===== src/dhqp_pkg.sv =====
package dhqp_pkg;

    localparam int DEFAULT_MAX_NAME_BYTES = 256;
    localparam int DEFAULT_QUEUE_DEPTH    = 4;

    localparam int HDR_WORDS          = 5;
    localparam logic [3:0] HDR_LAST_IDX  = 4'd11;
    localparam logic [3:0] HDR_WORD_LIMIT = 4'd10;
    localparam int FLAG_Z_BIT         = 6;
    localparam logic [7:0] DOT_CHAR   = 8'h2E;
    localparam logic [1:0] TAIL_LAST_IDX = 2'd3;

    localparam int OUT_TDATA_W = 136;
    localparam int IN_TDATA_W  = 8;

    // header word slots
    localparam logic [2:0] W_ID    = 3'd0;
    localparam logic [2:0] W_FLAGS = 3'd1;
    localparam logic [2:0] W_QD    = 3'd2;
    localparam logic [2:0] W_AN    = 3'd3;
    localparam logic [2:0] W_NS    = 3'd4;

    typedef enum logic [1:0] {
        KIND_HEADER = 2'd0,
        KIND_CHAR   = 2'd1,
        KIND_COMMIT = 2'd2,
        KIND_DROP   = 2'd3
    } kind_t;

    typedef enum logic [4:0] {
        PH_HEADER     = 5'b00001,
        PH_NAME_START = 5'b00010,
        PH_NAME       = 5'b00100,
        PH_TAIL       = 5'b01000,
        PH_SKIP       = 5'b10000
    } phase_t;

    typedef struct packed {
        kind_t       kind;
        logic [15:0] query_class;
        logic [15:0] query_type;
        logic [7:0]  name_char;
        logic [15:0] additional_count;
        logic [15:0] ns_count;
        logic [15:0] an_count;
        logic [15:0] question_count;
        logic [3:0]  rcode_value;
        logic [3:0]  opcode_value;
        logic        qr_flag;
        logic [15:0] msg_id;
    } record_t;

    // one parsed byte's output: a record, optionally followed by a drop record
    typedef struct packed {
        record_t rec;
        logic    drop_after;
    } event_t;

    typedef struct packed {
        logic full;
        logic empty;
    } q_status_t;

endpackage


===== src/dhqp_front.sv =====
module dhqp_front #(
    parameter int MAX_NAME_BYTES = dhqp_pkg::DEFAULT_MAX_NAME_BYTES
) (
    input  logic             clk,
    input  logic             rst_n,
    input  logic             accept,
    input  logic [7:0]       data_byte,
    input  logic             last_byte,
    output logic             ev_valid,
    output dhqp_pkg::event_t ev
);
    import dhqp_pkg::*;

    localparam int NC_W = $clog2(MAX_NAME_BYTES + 1);
    localparam logic [NC_W-1:0] NAME_LIMIT = NC_W'(MAX_NAME_BYTES);

    phase_t          phase_reg, phase_next;
    logic [3:0]      hidx_reg, hidx_next;
    logic [15:0]     hword_reg [HDR_WORDS];
    logic [7:0]      label_reg, label_next;
    logic [NC_W-1:0] ncount_reg, ncount_next;
    logic [15:0]     qdone_reg, qdone_next;
    logic [23:0]     shift_reg, shift_next;
    logic [1:0]      tidx_reg, tidx_next;

    logic            hword_we;
    logic [NC_W-1:0] ncount_inc;
    logic [15:0]     qdone_inc;
    logic [15:0]     flags;

    assign ncount_inc = ncount_reg + 1'b1;
    assign qdone_inc  = qdone_reg + 16'd1;
    assign flags      = hword_reg[W_FLAGS];

    always_comb
    begin
        phase_next  = phase_reg;
        hidx_next   = hidx_reg;
        label_next  = label_reg;
        ncount_next = ncount_reg;
        qdone_next  = qdone_reg;
        shift_next  = shift_reg;
        tidx_next   = tidx_reg;
        hword_we    = 1'b0;
        ev_valid    = 1'b0;
        ev          = '0;

        case (phase_reg)
            PH_HEADER:
            begin
                if (!hidx_reg[0])
                begin
                    shift_next = {16'd0, data_byte};
                end
                else if (hidx_reg < HDR_WORD_LIMIT)
                begin
                    hword_we = 1'b1;
                end
                if (hidx_reg >= HDR_LAST_IDX)
                begin
                    shift_next = '0;
                    if (flags[FLAG_Z_BIT])
                    begin
                        phase_next = PH_SKIP;
                    end
                    else
                    begin
                        ev_valid                  = 1'b1;
                        ev.rec.kind               = KIND_HEADER;
                        ev.rec.msg_id             = hword_reg[W_ID];
                        ev.rec.qr_flag            = flags[15];
                        ev.rec.opcode_value       = flags[14:11];
                        ev.rec.rcode_value        = flags[3:0];
                        ev.rec.question_count     = hword_reg[W_QD];
                        ev.rec.an_count           = hword_reg[W_AN];
                        ev.rec.ns_count           = hword_reg[W_NS];
                        ev.rec.additional_count   = {shift_reg[7:0], data_byte};
                        if (hword_reg[W_QD] == 16'd0)
                        begin
                            phase_next = PH_SKIP;
                        end
                        else
                        begin
                            label_next  = '0;
                            ncount_next = '0;
                            tidx_next   = '0;
                            phase_next  = PH_NAME_START;
                        end
                    end
                end
                else
                begin
                    hidx_next = hidx_reg + 4'd1;
                end
            end
            PH_NAME_START, PH_NAME:
            begin
                if (data_byte == 8'd0)
                begin
                    phase_next = PH_TAIL;
                    tidx_next  = '0;
                    shift_next = '0;
                    if (last_byte)
                    begin
                        ev_valid    = 1'b1;
                        ev.rec.kind = KIND_DROP;
                    end
                end
                else
                begin
                    ncount_next = ncount_inc;
                    if (ncount_inc >= NAME_LIMIT)
                    begin
                        ev_valid    = 1'b1;
                        ev.rec.kind = KIND_DROP;
                        phase_next  = PH_SKIP;
                    end
                    else if (phase_reg == PH_NAME_START)
                    begin
                        label_next = data_byte;
                        phase_next = PH_NAME;
                        // leading length byte emits nothing, only a possible drop
                        if (last_byte)
                        begin
                            ev_valid    = 1'b1;
                            ev.rec.kind = KIND_DROP;
                        end
                    end
                    else
                    begin
                        ev_valid      = 1'b1;
                        ev.rec.kind   = KIND_CHAR;
                        ev.drop_after = last_byte;
                        if (label_reg == 8'd0)
                        begin
                            label_next       = data_byte;
                            ev.rec.name_char = DOT_CHAR;
                        end
                        else
                        begin
                            label_next       = label_reg - 8'd1;
                            ev.rec.name_char = data_byte;
                        end
                    end
                end
            end
            PH_TAIL:
            begin
                if (tidx_reg >= TAIL_LAST_IDX)
                begin
                    ev_valid           = 1'b1;
                    ev.rec.kind        = KIND_COMMIT;
                    ev.rec.query_type  = shift_reg[23:8];
                    ev.rec.query_class = {shift_reg[7:0], data_byte};
                    qdone_next         = qdone_inc;
                    if (qdone_inc >= hword_reg[W_QD])
                    begin
                        phase_next = PH_SKIP;
                    end
                    else
                    begin
                        label_next  = '0;
                        ncount_next = '0;
                        shift_next  = '0;
                        tidx_next   = '0;
                        phase_next  = PH_NAME_START;
                    end
                end
                else
                begin
                    shift_next = {shift_reg[15:0], data_byte};
                    tidx_next  = tidx_reg + 2'd1;
                    if (last_byte)
                    begin
                        ev_valid    = 1'b1;
                        ev.rec.kind = KIND_DROP;
                    end
                end
            end
            default:
            begin
            end
        endcase

        // end of message returns the parser to its idle state
        if (last_byte)
        begin
            phase_next  = PH_HEADER;
            hidx_next   = '0;
            label_next  = '0;
            ncount_next = '0;
            qdone_next  = '0;
            shift_next  = '0;
            tidx_next   = '0;
        end
    end

    always_ff @(posedge clk or negedge rst_n)
    begin
        if (!rst_n)
        begin
            phase_reg  <= PH_HEADER;
            hidx_reg   <= '0;
            label_reg  <= '0;
            ncount_reg <= '0;
            qdone_reg  <= '0;
            shift_reg  <= '0;
            tidx_reg   <= '0;
        end
        else if (accept)
        begin
            phase_reg  <= phase_next;
            hidx_reg   <= hidx_next;
            label_reg  <= label_next;
            ncount_reg <= ncount_next;
            qdone_reg  <= qdone_next;
            shift_reg  <= shift_next;
            tidx_reg   <= tidx_next;
        end
    end

    // header words are always written before they are read
    always_ff @(posedge clk)
    begin
        if (accept && hword_we)
        begin
            hword_reg[hidx_reg[3:1]] <= {shift_reg[7:0], data_byte};
        end
    end

endmodule


===== src/dhqp_queue.sv =====
module dhqp_queue #(
    parameter int DEPTH = dhqp_pkg::DEFAULT_QUEUE_DEPTH
) (
    input  logic                clk,
    input  logic                rst_n,
    input  logic                push,
    input  dhqp_pkg::event_t    push_ev,
    input  logic                pop,
    output dhqp_pkg::event_t    pop_ev,
    output dhqp_pkg::q_status_t status
);
    import dhqp_pkg::*;

    localparam int PTR_W = (DEPTH > 1) ? $clog2(DEPTH) : 1;
    localparam int CNT_W = $clog2(DEPTH + 1);
    localparam logic [PTR_W-1:0] PTR_LAST = PTR_W'(DEPTH - 1);
    localparam logic [CNT_W-1:0] CNT_FULL = CNT_W'(DEPTH);

    event_t          slot_reg [DEPTH];
    logic [PTR_W-1:0] wr_ptr_reg, wr_ptr_next;
    logic [PTR_W-1:0] rd_ptr_reg, rd_ptr_next;
    logic [CNT_W-1:0] count_reg, count_next;

    assign status.full  = (count_reg == CNT_FULL);
    assign status.empty = (count_reg == '0);
    assign pop_ev       = slot_reg[rd_ptr_reg];

    always_comb
    begin
        wr_ptr_next = wr_ptr_reg;
        rd_ptr_next = rd_ptr_reg;
        count_next  = count_reg;
        if (push)
        begin
            wr_ptr_next = (wr_ptr_reg == PTR_LAST) ? '0 : wr_ptr_reg + 1'b1;
        end
        if (pop)
        begin
            rd_ptr_next = (rd_ptr_reg == PTR_LAST) ? '0 : rd_ptr_reg + 1'b1;
        end
        if (push && !pop)
        begin
            count_next = count_reg + 1'b1;
        end
        else if (pop && !push)
        begin
            count_next = count_reg - 1'b1;
        end
    end

    always_ff @(posedge clk or negedge rst_n)
    begin
        if (!rst_n)
        begin
            wr_ptr_reg <= '0;
            rd_ptr_reg <= '0;
            count_reg  <= '0;
        end
        else
        begin
            wr_ptr_reg <= wr_ptr_next;
            rd_ptr_reg <= rd_ptr_next;
            count_reg  <= count_next;
        end
    end

    always_ff @(posedge clk)
    begin
        if (push)
        begin
            slot_reg[wr_ptr_reg] <= push_ev;
        end
    end

endmodule


===== src/dhqp_back.sv =====
module dhqp_back (
    input  logic                                 clk,
    input  logic                                 rst_n,
    input  logic                                 q_empty,
    input  dhqp_pkg::event_t                     q_ev,
    output logic                                 q_pop,
    output logic                                 m_tvalid,
    input  logic                                 m_tready,
    output logic [dhqp_pkg::OUT_TDATA_W-1:0]     m_tdata,
    output logic [1:0]                           m_tuser,
    output logic                                 drop_pending
);
    import dhqp_pkg::*;

    localparam int PAD_W = OUT_TDATA_W - ($bits(record_t) - $bits(kind_t));

    logic    out_valid_reg, out_valid_next;
    logic    pend_reg, pend_next;
    record_t rec_reg, rec_next;
    logic    load;

    assign load = !out_valid_reg || m_tready;

    always_comb
    begin
        out_valid_next = out_valid_reg;
        pend_next      = pend_reg;
        rec_next       = rec_reg;
        q_pop          = 1'b0;
        if (load)
        begin
            if (pend_reg)
            begin
                // second record of a byte: the drop after its last character
                out_valid_next = 1'b1;
                pend_next      = 1'b0;
                rec_next       = '0;
                rec_next.kind  = KIND_DROP;
            end
            else if (!q_empty)
            begin
                q_pop          = 1'b1;
                out_valid_next = 1'b1;
                pend_next      = q_ev.drop_after;
                rec_next       = q_ev.rec;
            end
            else
            begin
                out_valid_next = 1'b0;
            end
        end
    end

    always_ff @(posedge clk or negedge rst_n)
    begin
        if (!rst_n)
        begin
            out_valid_reg <= 1'b0;
            pend_reg      <= 1'b0;
        end
        else
        begin
            out_valid_reg <= out_valid_next;
            pend_reg      <= pend_next;
        end
    end

    always_ff @(posedge clk)
    begin
        rec_reg <= rec_next;
    end

    assign m_tvalid     = out_valid_reg;
    assign m_tuser      = rec_reg.kind;
    assign drop_pending = pend_reg;
    assign m_tdata      = {{PAD_W{1'b0}},
                           rec_reg.query_class,
                           rec_reg.query_type,
                           rec_reg.name_char,
                           rec_reg.additional_count,
                           rec_reg.ns_count,
                           rec_reg.an_count,
                           rec_reg.question_count,
                           rec_reg.rcode_value,
                           rec_reg.opcode_value,
                           rec_reg.qr_flag,
                           rec_reg.msg_id};

endmodule


===== src/dns_header_question_parser.sv =====
// channel  dir  signals                         content
// s_*      in   s_tvalid s_tready s_tdata s_tlast  message bytes, tlast on final byte
// m_*      out  m_tvalid m_tready m_tdata m_tuser  records, tuser holds the record kind
//
// one byte accepted per cycle while s_tready is high
// the front parser updates its field and counter state in the accepting cycle
// records pass a small queue into the output register; one per cycle unless stalled
// a name character on the final byte yields two records: the character, then a drop
// reset clears parser, queue and output register; no clearing pass is needed
// a stalled output fills the queue, then s_tready drops until a record is taken
module dns_header_question_parser #(
    parameter int MAX_NAME_BYTES = dhqp_pkg::DEFAULT_MAX_NAME_BYTES,
    parameter int QUEUE_DEPTH    = dhqp_pkg::DEFAULT_QUEUE_DEPTH
) (
    input  logic                             clk,
    input  logic                             rst_n,
    input  logic                             s_tvalid,
    output logic                             s_tready,
    input  logic [dhqp_pkg::IN_TDATA_W-1:0]  s_tdata,   // [7:0] data_byte
    input  logic                             s_tlast,   // last_byte
    output logic                             m_tvalid,
    input  logic                             m_tready,
    // [15:0] msg_id, [16] qr_flag, [20:17] opcode_value,
    // [24:21] rcode_value, [40:25] question_count, [56:41] an_count,
    // [72:57] ns_count, [88:73] additional_count, [96:89] name_char,
    // [112:97] query_type, [128:113] query_class, [135:129] zero
    output logic [dhqp_pkg::OUT_TDATA_W-1:0] m_tdata,
    output logic [1:0]                       m_tuser    // [1:0] kind
);
    import dhqp_pkg::*;

    logic      accept;
    logic      ev_valid;
    event_t    ev;
    event_t    q_ev;
    logic      q_pop;
    q_status_t q_status;
    logic      drop_pending;

    assign s_tready = !q_status.full;
    assign accept   = s_tvalid && s_tready;

    dhqp_front #(
        .MAX_NAME_BYTES(MAX_NAME_BYTES)
    ) u_front (
        .clk      (clk),
        .rst_n    (rst_n),
        .accept   (accept),
        .data_byte(s_tdata[7:0]),
        .last_byte(s_tlast),
        .ev_valid (ev_valid),
        .ev       (ev)
    );

    dhqp_queue #(
        .DEPTH(QUEUE_DEPTH)
    ) u_queue (
        .clk    (clk),
        .rst_n  (rst_n),
        .push   (accept && ev_valid),
        .push_ev(ev),
        .pop    (q_pop),
        .pop_ev (q_ev),
        .status (q_status)
    );

    dhqp_back u_back (
        .clk         (clk),
        .rst_n       (rst_n),
        .q_empty     (q_status.empty),
        .q_ev        (q_ev),
        .q_pop       (q_pop),
        .m_tvalid    (m_tvalid),
        .m_tready    (m_tready),
        .m_tdata     (m_tdata),
        .m_tuser     (m_tuser),
        .drop_pending(drop_pending)
    );

`ifndef SYNTHESIS
    // a pending drop always sits behind a record in the output register
    a_pend_has_out: assert property (@(posedge clk) disable iff (!rst_n)
        drop_pending |-> m_tvalid)
        else $error("drop pending without an output record");

    // character records carry nothing but the character
    a_char_clean: assert property (@(posedge clk) disable iff (!rst_n)
        (m_tvalid && m_tuser == KIND_CHAR) |->
            (m_tdata[88:0] == '0 && m_tdata[135:97] == '0))
        else $error("character record with stray field bits");

    // nothing left anywhere: output goes idle after the last record is taken
    a_drain_idle: assert property (@(posedge clk) disable iff (!rst_n)
        (m_tvalid && m_tready && q_status.empty && !drop_pending) |=> !m_tvalid)
        else $error("record appeared from an empty back end");

    // the queue never pops when empty
    a_no_underflow: assert property (@(posedge clk) disable iff (!rst_n)
        q_pop |-> !q_status.empty)
        else $error("queue pop while empty");
`endif

endmodule

===== config.mk =====
export PLATFORM = sky130hd
export DESIGN_NAME = dns_header_question_parser
export DESIGN_NICKNAME = d
export VERILOG_FILES = /design/src/dhqp_pkg.sv /design/src/dhqp_front.sv /design/src/dhqp_queue.sv /design/src/dhqp_back.sv /design/src/dns_header_question_parser.sv
export SDC_FILE = /design/constraint.sdc
export NUM_CORES = 1
export LEC_CHECK = 0
export ABC_CLOCK_PERIOD_IN_PS = 7750
export BUFFER_PORTS_ARGS = -buffer_cell sky130_fd_sc_hd__buf_2
export CAP_MARGIN = 20
export CORE_MARGIN = 4
export CORE_UTILIZATION = 55
export DETAILED_ROUTE_END_ITERATION = 10
export HOLD_SLACK_MARGIN = 0.08
export PLACE_DENSITY = 0.73
export SYNTH_ARGS = -nofsm -noshare
export SYNTH_HDL_FRONTEND = slang
export SYNTH_SLANG_ARGS = --single-unit

===== constraint.sdc =====
create_clock -name clk -period 7.75 [get_ports clk]
set_input_delay 1.55 -clock clk [delete_from_list [all_inputs] [get_ports clk]]
set_output_delay 1.55 -clock clk [all_outputs]
set_load 0.02 [all_outputs]

## Yosys cells after proc, flatten, opt, wreduce, memory -nomap -nowiden

Memory sizes are Yosys's and may differ from the RTL's.
Cells that the tools add are included.

- Eq/ne operators: 20
- Multiplexer cells: 96
- Magnitude comparators: 5
- Add/subtract/negate cells: 9
- Reductions and logical operators: 28

Operators by type and width:

| cell | number |
|---|---|
| $mux W89 | 3 |
| $mux W24 | 6 |
| $mux W131 | 1 |
| $mux W8 | 15 |
| $pmux W24 S3 | 1 |
| $mux W32 | 2 |
| $mux W9 | 7 |
| $mux W16 | 3 |
| $mux W5 | 9 |
| $mux W2 | 14 |
| $pmux W9 S3 | 1 |
| $mux W1 | 24 |
| $pmux W8 S3 | 1 |
| $add A16 B1 Y16 const B | 1 |
| $ge A16 B16 Y1 | 1 |
| $logic_not A16 Y1 | 1 |
| $logic_not A8 Y1 | 2 |
| $ne A3 B3 Y1 const B | 5 |
| $pmux W5 S3 | 1 |
| $mux W4 | 3 |
| $reduce_and A5 Y1 | 2 |
| $add A9 B1 Y9 const B | 1 |
| $ge A9 B9 Y1 const B | 1 |
| $ne A3 B2 Y1 const B | 3 |
| other kinds (33) | 50 |

- Register bits after elaboration: 208
- Logic and storage cells: 184
- Memories: 2
- Bits in writable memories: 608
- Input port bits: 13

Memories:

| name | words | width | read ports | clocked after Yosys merged registers in | wr ports | RTL line | text |
|---|---|---|---|---|---|---|---|
| u_queue.slot_reg | 4 | 132 | 1 | 0 | 1 | dhqp_queue.sv:19 | `event_t slot_reg [DEPTH];` |
| u_front.hword_reg | 5 | 16 | 5 | 0 | 1 | dhqp_front.sv:19 | `logic [15:0] hword_reg [HDR_WORDS];` |

## Depth between registers and ports, before layout

- Depth after elaboration: 10
- Mapped depth: 13
- Gate-level depth less buffers: 12

## Modules after synthesis

A second synthesis with hierarchy kept.

- Cells, all modules: 1753
- Area total of the unflattened synthesis: 32104.5 um^2

Modules (own cells, without submodules):

| module | instances | cells each | sequential area each (um^2) | area each (um^2) |
|---|---|---|---|---|
| dhqp_queue | 1 | 727 | 16030.4 | 19436.1 |
| dhqp_front | 1 | 728 | 3925.0 | 7647.3 |
| dhqp_back | 1 | 295 | 3983.8 | 5002.3 |
| dns_header_question_parser | 1 | 3 | 0.0 | 18.8 |

## Least setup slack after synthesis

Ideal clock, no wire load.

- Path kind: input port to flip-flop
- From: input m_tready
- To: register u_back.rec_reg (netlist bit u_back.m_tdata[0]), enable pin
- Buffers on the path: 0
- Arrival: 7.070 ns
- Setup time: 0.623 ns
- Setup slack: 0.057 ns
- Cell stages on the path: 2
- Cell sequence: nor2b_1 > nor2_1

- Word-level cells in the longest chain between the ends: 2

RTL lines:

| item | RTL line | text |
|---|---|---|
| start: declaration | dns_header_question_parser.sv:22 | `input logic m_tready,` |
| $logic_or A1 B1 Y1 | dhqp_back.sv:22 | `assign load = !out_valid_reg \|\| m_tready;` |
| $reduce_and A2 Y1 (no source line) | n/a |  |
| end signal: assignment | dhqp_back.sv:70 | `rec_reg <= rec_next;` |
| end: declaration | dhqp_back.sv:19 | `record_t rec_reg, rec_next;` |

No other way between the ends.
A chain may end at the register's enable or synchronous reset.

## Worst setup path in the final report

- From: input s_tdata[1] in the netlist's numbering
- To: memory u_queue.slot_reg[1][38] in the netlist's numbering, enable pin

- Word-level cells in the longest chain between the ends: 6

RTL lines:

| item | RTL line | text |
|---|---|---|
| start: declaration | dns_header_question_parser.sv:19 | `input logic [dhqp_pkg::IN_TDATA_W-1:0] s_tdata,` |
| $logic_not A8 Y1 | dhqp_front.sv:98 | `if (data_byte == 8'd0)` |
| $mux W1 | dhqp_front.sv:98 |  |
| $pmux W1 S3 | dhqp_front.sv:48 | `case (phase_reg)` |
| $logic_and A1 B1 Y1 | dns_header_question_parser.sv:60 | `.push (accept && ev_valid),` |
| via u_queue.push | dhqp_queue.sv:6 | `input logic push,` |
| $mux W1 | dhqp_queue.sv:69 | `if (push)` |
| $mux W1 (not written as such) | dhqp_queue.sv:71 | `slot_reg[wr_ptr_reg] <= push_ev;` |
| end: declaration | dhqp_queue.sv:19 |  |

The timed path passes the listed nets, and every way through them passes these cells.

==> summary.md <==
| Metric | Value |
|---|---|
| Outcome | completed |
| Post-synthesis average cell area | ~18 sq um |
| Most frequent cells in the layout | edfxtp_1, buf_2, nor2b_1, mux4_2, clkbuf_16 |
| Buf+Inv Stages, Crit Path | 2 |
| Pins over their slew limit | 0 |
| Placer Congestion | about 0.83 |
| Yosys reg bits | just over 800 |
| Nets | 1943 |
| Synth Flop Type | edfxtp_1 |
| Post-synth EDFFs | 733 |
| Fin cells | ~2700 |
| Max reg flops | ~530 |
| Cell Pwr Density | approximately 340 nW/um^2 |
| Unique masters post-synth | between 60 and 70 |
| Nature of the critical path startpoint | input port |
| Antenna violation net count after detailed routing | 0 |
| Crit path DAT | roughly 4700 ps |
| Worst-path cell chain | buf_2, nor4_1, nand2_1, a41o_1, a21oi_2, and2_4, buf_4 |
| Final period util | 0.580 |
| Mapped Cells | 1730 |
| DIE AREA | 61700 sq um |
| Fin. Hold Viols | 0 |
| Global-route wire length before repair | roughly 100000 um |
| Cts bufs inserted | 80 |
| Sink Count | 810 |
| Row count | 87 |
| Most common cell after layout, fill and taps aside | edfxtp_1 |
| CP Class | input port to register |
| Clock period minus worst slack | 4500 ps |
| R2r setup slk | ~3400 ps |
| Skew-Pair Late Insertion Delay | just over 600 ps |
| Post-synth top area share | 0.693 |
| Synth area leaders | edfxtp_1, mux4_2, dfrtp_1, nor2b_1, and2_1 |
| Final worst setup slack | 3250 ps |
| Post-synthesis sequential area ratio | 0.754 |
| Post-CTS Resized | 0 |
| Core ar. | roughly 57000 sq um |
| Buffers on Ports | about 150 |
| Crit end category | register |
| Crit path required time | about 8000 ps |
| Avg WL per Cell | 23.1 um |
| H-Tree Depth | 3 |
| IO Pins | roughly 150 |
| Yosys warns | 0 |
| Post-DP HPWL | about 37000 um |
| Post-CTS Repair Setup Buffers | 0 |
| # setup viols final | 0 |
| Setup_tns | 0 ps |
| Cell area after synthesis | 31800 sq um |
| Clk buf depth | 3 |
| CTS tree | built |
| Routed vias | 15730 |
| Peak VDD IR | between 0.0003 and 0.0004 V |
| Layout overhead on the synthesized area | 13.0% |
| Pin count of the biggest net entering global routing | 112 |
| Critical-path maximum fanout | 66 |
| Hold_buf cts | 0 |
| Worst hold path type | register to register |
| Layout cells sized above 1 | 0.236 |
| Worst-Margin Slew | roughly 1100 ps |
| Largest stage delay, worst path | 890 ps |
| Vias per cell | just under 6 |
| Worst path slowest cell | and2_4 |
| Initial core utilization | 0.559 |
| Chip width | about 250 um |
| Vias in the first global route | ~16000 |
| DRC | 0 |
| FMAX | 222 MHz |
| Placed Instances | about 2600 |
| Total wire length | 62900 um |
| Worst path top cell family by delay | simple AND/OR/NAND/NOR gates |
| Clock slew at reported path FFs | 60 ps |
| Fillers | roughly 4000 |
| Area leader, netlist | edfxtp_1 |
| Total grt overflow | 0 |
| Post-place setup slack | around 2600 ps |
| Initial antenna violation count | 3 |
| Initial drt markers | 1319 |
| Die Ht | 248 um |
| Clock Skew | between 15 and 20 ps |
| Drt pass-1 iters | 7 |
| Pleak | approximately 13 nW |
| Root buf cell | clkbuf_16 |
| Async S/R FF share, synth | 0.0951 |
| Relative slew slack | 0.238 |
| Max Cap Viol | 0 |
| All-Layer GR Usage | 0.209 |
| RSZ-0062 raised after global routing | false |
-- cell type report --
cell class              instances  area, sq um  share of cell area
multi-input cells             785         7340               0.204
clock inverters                48          438              0.0122
well taps                     756          946              0.0264
repair buffers                169          925              0.0258
inverters                      55          206             0.00575
diodes                          1         2.50           0.0000697
clock buffers                  96         2080              0.0581
flip-flops and latches        810        24000               0.667
-- per-layer routing --
layer  global-route usage  share of wire  vias up
li1                     -              -     7011
met2                0.349           0.51      558
met4               0.0678          0.025        4
met3               0.0335          0.061       93
met1                0.287           0.41     8064
met5                    0        0.00043        -
-- worst paths after layout --
path,from,end,cells after the start
worst max-delay path,s_tdata[1],u_queue.slot_reg[1][38]$_DFFE_PP_,7
min in group asynchronous,rst_n,u_queue.rd_ptr_reg[0]$_DFFE_PN0P_,1
worst min register to register,u_queue.count_reg[2]$_DFFE_PN0P_,u_queue.count_reg[2]$_DFFE_PN0P_,1
worst max register to register,u_front.phase_reg[1]$_DFFE_PN0P_,u_queue.slot_reg[1][38]$_DFFE_PP_,7
worst min-delay path,u_queue.count_reg[2]$_DFFE_PN0P_,u_queue.count_reg[2]$_DFFE_PN0P_,1
max in group asynchronous,rst_n,u_front.shift_reg[1]$_DFFE_PN0P_,2
-- per-stage QoR --
step	util	hold WS, ps	total power, mW	area, sq um
final	0.632	516	12.3	35900
after global routing	0.632	523	12.9	35900
after CTS	0.632	518	12.5	35900
after detailed placement	0.587	496	8.75	33400
after global placement	0.587	482	8.71	33300
after floorplan	-	466	7.81	31800
-- kinds of logic (layout without fill, tap and decap cells) --
kind of cell,count (synthesis),count (layout),synth area share
fa+ha+maj,29,29,0.0117
compound gates,109,109,0.0243
simple gates,437,437,0.0768
buf+inv,141,368,0.0180
other cells,1,8,0.000118
flops,810,810,0.754
mux,176,176,0.108
xor+xnor,27,27,0.00744
-- Yosys cell counts (3+ instances only) --
cell / count
edfxtp_1: 733
nor3b_1: 5
xor2_1: 12
mux4_2: 132
nand3_1: 12
nand4_1: 4
buf_1: 18
mux2_2: 15
and2_1: 84
nor3_1: 12
buf_2: 4
ha_1: 28
or2_2: 6
clkbuf_1: 55
nor2b_1: 132
nand2_1: 63
buf_4: 8
o21ai_0: 26
inv_1: 55
and3_1: 10
a22oi_1: 5
a211oi_1: 8
a2bb2oi_1: 3
nor4b_1: 4
dfrtp_1: 76
o31ai_1: 6
xnor2_1: 15
nor4_1: 33
a21oi_2: 3
a21oi_1: 17
a21o_1: 3
a22o_1: 5
o21a_1: 8
mux2i_1: 29
nor2_1: 60
o211ai_1: 4
-- power breakdown --
| part | total (mW) | switching [mW] | internal [mW] | leakage, nW |
|---|---|---|---|---|
| logic | 2.82 | 1.65 | 1.17 | 3.43 |
| registers | 5.77 | 0.389 | 5.38 | 8.27 |
| clock network | 3.72 | 1.57 | 2.16 | 1.22 |
| total | 12.3 | 3.60 | 8.71 | 12.9 |
Note: power is estimated with default switching activity, not from simulation.
